<file path="src/hw/rtl/bmhq_ram.sv">
// Generic simple dual-port RAM: one write port, one read port with registered data.
// No dependencies.
module bmhq_ram #(
	parameter int WIDTH = 8,
	parameter int DEPTH = 16
) (
	input  logic                     clk,
	input  logic                     wr_en,
	input  logic [$clog2(DEPTH)-1:0] wr_addr,
	input  logic [WIDTH-1:0]         wr_data,
	input  logic [$clog2(DEPTH)-1:0] rd_addr,
	output logic [WIDTH-1:0]         rd_data
);

	logic [WIDTH-1:0] mem [DEPTH];

	// Write, and register the read word
	always_ff @(posedge clk) begin
		if (wr_en) begin
			mem[wr_addr] <= wr_data;
		end
		rd_data <= mem[rd_addr];
	end

endmodule

</file>
<file path="config.mk">
export PLATFORM = sky130hd
export DESIGN_NAME = bmhq_ram
export DESIGN_NICKNAME = d
export VERILOG_FILES = /design/src/hw/rtl/bmhq_ram.sv
export SDC_FILE = /design/constraint.sdc
export NUM_CORES = 1
export LEC_CHECK = 0
export BUFFER_PORTS_ARGS = -buffer_cell sky130_fd_sc_hd__buf_2
export CAP_MARGIN = 10
export CORE_UTILIZATION = 45
export CTS_BUF_LIST = sky130_fd_sc_hd__clkbuf_16
export DETAILED_ROUTE_END_ITERATION = 16
export MAX_ROUTING_LAYER = met4
export PLACE_DENSITY = 0.59
export SLEW_MARGIN = 15
export SYNTH_ARGS = -nofsm -noshare
export SYNTH_HDL_FRONTEND = slang
export SYNTH_SLANG_ARGS = --single-unit
</file>
<file path="constraint.sdc">
create_clock -name clk -period 2.5 [get_ports clk]
set_clock_uncertainty 0.15 [all_clocks]
set_input_delay 0.5 -clock clk [delete_from_list [all_inputs] [get_ports clk]]
set_output_delay 0.5 -clock clk [all_outputs]
set_load 0.02 [all_outputs]
</file>
==> results.json <==
{
  "viasPerCell": 5.37,
  "firstDrtPassIters": 4,
  "status": "finished, final reports clean",
  "tns_ns": 0,
  "final-hold-violation-count": 0,
  "synth_top_area_cell": "edfxtp_1",
  "post_cts_buffers": 0,
  "grt_pass1_vias": 2461,
  "path_delay_family": "multiplexers",
  "drtIter0Drc": 131,
  "grt_use_total_pct": 18.5,
  "port_buffers": 25,
  "combPwrFrac_pct": 5.1,
  "synthCells": 229,
  "path_buf_inv": 2,
  "path_cells": "buf_2 > buf_12 > mux4_1 > a22oi_1 > nand2_1",
  "chipWidth_um": 109,
  "cts_buffers": 17,
  "crit_fanout": 32,
  "synth_nets": 247,
  "tightest_slew_ns": 0.683,
  "cts_tree": "built",
  "power_density_nw_per_um2": 805,
  "drtAntennaViolNets": 0,
  "syn_to_final_growth_pct": 16.7,
  "routedWlPerCell_um": 21.3,
  "diodes": 0,
  "clock_latency_ns": 0.41,
  "yosys.cell_types.count": 19,
  "grt_pass1_wl_mm": 13.9,
  "hold_class": "input pin to flip-flop",
  "core-area_um2": 11000,
  "cts_sinks": 136,
  "fillers": 835,
  "syn-cell-area_um2": 5150,
  "ys.flop_type": "edfxtp_1",
  "critPathKind": "input pin to flip-flop",
  "maxSlewViolCount": 0,
  "overflow": 0,
  "crit_arrival_ns": 1.91,
  "p_leak_nw": 2.07,
  "setup_viol": 0,
  "clock_tree.root_cell": "clkbuf_16",
  "cp_slowest_stage_delay_ns": 0.64,
  "fin_nets": 301,
  "drc_errors": 0,
  "cp-start-kind": "input pin",
  "maxCapViolCount": 0,
  "initial_core_util_pct": 46.9,
  "fin_crit_sh_pct": 70.5,
  "power.internal_mw": 3.86,
  "pre_cts_slack_ns": 0.345,
  "htree_levels": 4,
  "setup_slack_ns": 0.738,
  "drive_above_1_share_pct": 28.4,
  "seqPwrFrac_pct": 53.0,
  "cp-end-kind": "flip-flop",
  "die_area_um2": 11900,
  "ir_drop_mv": 0.588,
  "synthArstFlopShare_pct": 0,
  "rows": 38,
  "final_util_pct": 54.7,
  "synth_edf_count": 128,
  "wl_mm": 9.29,
  "ios": 26,
  "avgSynthCellArea_um2": 22.5,
  "path_clk_slew_ns": 0.05,
  "gp_congestion": 0.699,
  "synth_common_cells": "edfxtp_1 (128), mux4_2 (18), a22oi_1 (16)",
  "switching_share_pct": 20.1,
  "synth_top_area_share_pct": 74.7,
  "synth_warnings": 0,
  "ys_seq_area_share_pct": 77.8,
  "grt_setup_unrepaired": "no",
  "postCtsResizedCells": 0,
  "fmax_mhz": 568,
  "synthTopCellsByArea": "edfxtp_1 (75%), mux4_2 (7.9%), mux4_1 (7.1%)",
  "num_vias": 2342,
  "dp_hpwl_mm": 6.08,
  "die_h_um": 109,
  "required_ns": 2.64,
  "power.switching_mw": 0.972,
  "ys_ff_latch": 136,
  "clk_path_buf_depth": 2,
  "holdBufCountCts": 0,
  "grt_start_max_net_pins": 33,
  "yosysMostFrequentCell": "edfxtp_1",
  "critPathSlowestCell": "mux4_1",
  "layout_min_cycle_time_ns": 1.76,
  "power_frac_clock_pct": 41.9,
  "slew_headroom_pct": 54.3,
  "antenna_found_initial": 0
}
-- metrics by stage --
| stage | instances | cell area (um^2) | hold WS [ns] | total power, mW |
|---|---|---|---|---|
| global route | 436 | 6010 | 0.316 | 4.99 |
| CTS | 436 | 6010 | 0.305 | 4.88 |
| detailed placement | 404 | 5520 | 0.509 | 2.86 |
| global placement | 404 | 5520 | 0.502 | 2.85 |
| finish | 436 | 6010 | 0.321 | 4.83 |
| floorplan | 229 | 5150 | 0.449 | 2.76 |
-- power groups by stage --
stage	clock network, mW	logic [mW]	registers (mW)
after floorplan	0	0.129	2.63
after global placement	0	0.247	2.61
after detailed placement	0	0.251	2.61
after CTS	2.06	0.252	2.56
after global routing	2.16	0.270	2.57
final	2.02	0.247	2.56
-- cell usage in the layout (no fill, tap or decap), types with 3 or more instances in the layout --
cell,count
a22oi_1,16
buf_2,25
buf_4,19
clkbuf_16,17
clkinv_1,6
clkinv_2,3
dfxtp_1,8
edfxtp_1,128
inv_1,6
mux4_1,14
mux4_2,18
nand2_1,9
nor2_1,13
nor3_1,4
-- kinds of logic (layout without fill, tap and decap cells) --
logic type,after synthesis,count (layout),synth area share [%]
AO/OA/AOI/OAI,16,16,2.33
buffers and inverters,10,77,1.68
flip-flops,136,136,77.8
multiplexers,32,32,15.0
AND/OR/NAND/NOR,35,35,3.18
-- layer usage --
metal / part of all wire [%] / global-route usage (%) / vias to the layer above
met4: 2.2 / 10.1 / 0
met5: 0 / - / -
met2: 49 / 27.4 / 61
li1: - / - / 1084
met3: 5.0 / 5.02 / 14
met1: 44 / 23.2 / 1183
-- final timing paths --
| kind | cells past startpoint | start | slack, ns | to |
|---|---|---|---|---|
| max reg2reg | 3 | mem[1][0] | 0.95 | rd_data[0] |
| max | 5 | rd_addr[0] | 0.74 | rd_data[0] |
| min | 1 | wr_data[6] | 0.32 | mem[0][6] |
| min reg2reg | 3 | mem[15][2] | 0.52 | rd_data[2] |
-- flip-flops by register name, indices dropped and copies added, names as in the netlist --
name	cells
mem	128
rd_data	8
-- area by class of cell --
class,instances,area [um^2],share of cell area [%]
Tap cell,140,175,2.91
Clock buffer,17,425,7.08
Multi-Input combinational cell,83,1060,17.6
Sequential cell,136,4000,66.6
Clock inverter,15,60.1,0.999
Timing Repair Buffer,45,288,4.79
No activity file was read; power rests on OpenSTA's default activity.
