## src/hw/rtl/bmhq_pkg.sv

```systemverilog
// Shared types and constants for the binary min-heap priority queue.
// Used by the channel interfaces, the compare unit and the top level.
// No dependencies.
package bmhq_pkg;

	// Heap sizing
	localparam int CAPACITY = 256;
	localparam int ADDR_W   = $clog2(CAPACITY);
	localparam int CNT_W    = $clog2(CAPACITY + 1);
	// Child index arithmetic needs room for 2*i+2 beyond the address range
	localparam int IDX_W    = ADDR_W + 2;

	// Field widths
	localparam int OP_W    = 2;
	localparam int VAL_W   = 16;
	localparam int PRI_W   = 32;
	localparam int COUNT_W = 9;

	typedef enum logic [OP_W-1:0] {
		OP_PUSH  = 2'd0,
		OP_POP   = 2'd1,
		OP_CLEAR = 2'd2
	} op_t;

	// One stored heap entry
	typedef struct packed {
		logic        [VAL_W-1:0] val;
		logic signed [PRI_W-1:0] pri;
	} entry_t;

	localparam int ENTRY_W = $bits(entry_t);

	// One result transfer
	typedef struct packed {
		logic        [VAL_W-1:0]   top_value;
		logic signed [PRI_W-1:0]   top_priority;
		logic        [COUNT_W-1:0] entry_count;
		logic                      is_empty;
		logic                      overflow;
	} result_t;

endpackage

```

## src/hw/rtl/bmhq_cmp.sv

```systemverilog
// Shared priority comparator: signed less-than on two priority keys.
// Depends on bmhq_pkg.
module bmhq_cmp import bmhq_pkg::*; (
	input  logic signed [PRI_W-1:0] a,
	input  logic signed [PRI_W-1:0] b,
	output logic                    lt
);

	// Strict signed order; ties are not less
	assign lt = (a < b);

endmodule

```

## config.mk

```make
export PLATFORM = sky130hd
export DESIGN_NAME = bmhq_cmp
export DESIGN_NICKNAME = d
export VERILOG_FILES = /design/src/hw/rtl/bmhq_pkg.sv /design/src/hw/rtl/bmhq_cmp.sv
export SDC_FILE = /design/constraint.sdc
export NUM_CORES = 1
export LEC_CHECK = 0
export BUFFER_PORTS_ARGS = -buffer_cell sky130_fd_sc_hd__buf_2
export CORE_UTILIZATION = 41
export DETAILED_ROUTE_END_ITERATION = 16
export GPL_TIMING_DRIVEN = 0
export PLACE_DENSITY = 0.9
export RECOVER_POWER = 50
export SETUP_SLACK_MARGIN = 0.1
export SLEW_MARGIN = 20
export SYNTH_ARGS = -nofsm -noshare
export SYNTH_HDL_FRONTEND = slang
export SYNTH_SLANG_ARGS = --single-unit
```

## constraint.sdc

```tcl
create_clock -name vclk -period 1.5
set_input_delay 0 -clock vclk [all_inputs]
set_output_delay 0 -clock vclk [all_outputs]
set_load 0.01 [all_outputs]
```

==> results.json <==
{
  "viasPerCell": 5.20,
  "multiInputGateArea_sq_um": 795,
  "p_clk_frac": 0,
  "whs_endpoint": "lt",
  "synth.distinct_cells": 23,
  "yosys.area_share.simple": 0.152,
  "worst_slack_ps": -84.0,
  "p_leak_nw": 0.778,
  "failed_checks": "negative setup slack",
  "grt_pass1_vias": 1060,
  "die_area_sq_um": 2100,
  "die_w_microns": 45.9,
  "postSynthCellCount": 108,
  "hold_buffers": 0,
  "clock_buffer_count": 0,
  "grt_max_degree": 5,
  "hold_viol_final": 0,
  "diodes": 0,
  "slew_viol_final": 0,
  "slew_headroom": 0.853,
  "track_usage": 0.222,
  "num_io_pins": 65,
  "synth_top_area_share": 0.491,
  "routedWlPerCell_microns": 12.5,
  "p_int_mw": 0.190,
  "setup_viol": 1,
  "synth.largest_area_cell": "ha_1",
  "drt-total-wl_microns": 2500,
  "min_from": "a[31]",
  "synthAdderAreaFrac": 0.491,
  "syn_nets": 203,
  "startpoint_type": "input port",
  "pwr-share-comb": 1.000,
  "drtPass1Iterations": 4,
  "criticalPathCategory": "in -> out",
  "p_sw_mw": 0.152,
  "drive_gt1_frac": 0.500,
  "synth-compound-area-share": 0.197,
  "core_area_sq_um": 1760,
  "power_switching_share": 0.445,
  "drc_errors": 0,
  "dp_hpwl_microns": 1880,
  "place_area_sq_um": 1150,
  "ys_warn_count": 0,
  "cp_data_arrival_time_ps": 1580,
  "finalSetupTns_ps": -84.0,
  "vias": 1035,
  "drv_cap": 0,
  "rsz0062_at_grt": "yes",
  "holdCritPathClass": "in -> out",
  "register_area_sq_um": 0,
  "gp_congestion": 0.685,
  "critPathCaptureType": "output pin",
  "tightest_slew_ps": 219,
  "synth_xor_xnor_area_share": 0,
  "die_h_microns": 45.9,
  "path_max_fanout": 2,
  "run_status": "finished with violations",
  "pwr-share-seq": 0,
  "fmax_mhz": 631,
  "overflow": 0,
  "power-per-cell-area_nw_per_um2": 261,
  "seq_cell_count": 0,
  "muxShareOfSynthArea": 0.0127,
  "total_power_mw": 0.342,
  "initial_core_util": 0.448,
  "fin_crit_sh": 1.06,
  "vdd_drop_max_uv": 125,
  "postLayoutCellArea_sq_um": 1310,
  "synth_common_cells": "31 x ha_1, 31 x inv_1, 8 x a21oi_1",
  "n_fill_cell": 151,
  "synth-seq-area-share": 0,
  "required_ps": 1500,
  "grt_pass1_wl_microns": 3610,
  "drtAntennaViolNets": 0,
  "pre_cts_ws_ps": -169,
  "first_iter_violations": 20,
  "antenna_found_initial": 0,
  "synth.area.top_cells": "ha_1 49%, inv_1 15%, a21oi_1 5.1%",
  "whs_path_depth": 4,
  "synth_top_family_by_area": "adder cells",
  "netlist_area_sq_um": 790,
  "syn_area_per_cell_sq_um": 7.31,
  "syn_to_final_growth_pct": 66.4,
  "nNetsFinal": 271,
  "fin_crit_ps": 1580,
  "port_buffers": 65,
  "whs_ps": 474,
  "rows": 15
}
## logic make-up after synthesis
family	after synthesis
adders and majority gates	31
buffers and inverters	31
AOI/OAI and AO/OA	23
muxes	1
and+or+nand+nor	22
## critical path, cell delays in order
cell and delay (ps):
buf_2 100, inv_1 70, ha_4 200, nand3_1 100, a21boi_1 70, o21bai_1 130, a31oi_1 100, or4b_4 520
mux2i_2 140, buf_2 150
## worst max-delay path by stage
stage / startpoint / to / slack (ps) / cells past startpoint
after CTS: b[30] / lt / -30 / 8
final: b[21] / lt / -80 / 10
after global routing: b[21] / lt / -130 / 10
after detailed placement: a[13] / lt / -170 / 9
after floorplan: b[13] / lt / 110 / 8
after global placement: a[13] / lt / -160 / 9
## final cells by class
type / count / share of cell area
Inverter: 31 / 0.0943
Multi-Input combinational cell: 77 / 0.605
Timing Repair Buffer: 66 / 0.277
Tap cell: 25 / 0.0238
## power by group through the flow
stage                     sequential, mW  combinational [mW]  clock, mW
after floorplan                        0               0.155          0
after global placement                 0               0.258          0
after detailed placement               0               0.278          0
after CTS                              0               0.316          0
after global routing                   0               0.383          0
final                                  0               0.342          0
## cells in the final DEF (no fill, tap or decap), drive strengths merged
cell | netlist | layout
buf | 0 | 66
inv | 31 | 31
ha | 31 | 31
a21oi | 8 | 8
nand3 | 6 | 6
nand4 | 5 | 5
o21ai | 4 | 4
a21o | 3 | 3
nand2 | 3 | 3
nor2 | 3 | 3
a31oi | 2 | 2
and3 | 2 | 2
a21boi | 1 | 1
o21bai | 1 | 1
a22o | 1 | 1
or4b | 1 | 1
nor3 | 1 | 1
nand2b | 1 | 1
a211oi | 1 | 1
a211o | 1 | 1
a311oi | 1 | 1
mux2i | 1 | 1
## through the flow
stage	utilization	std cells
floorplan	-	108
CTS	0.722	199
global route	0.745	199
detailed placement	0.652	198
finish	0.745	199
global placement	0.652	198
## per-layer routing
metal  vias to the layer above  wire (microns)  GRT usage
li1                        509               -          -
met1                       472             842      0.191
met4                         0               7     0.0529
met2                        52            1470      0.504
met5                         -               0          0
met3                         2             180     0.0238
## timing repair
item                                    CTS  global route
pin swaps                                10             2
endpoints found under the setup margin    1             1
buffers inserted                          1             0
gates resized for setup                  19             7
Power figures use the tool's default switching activity.
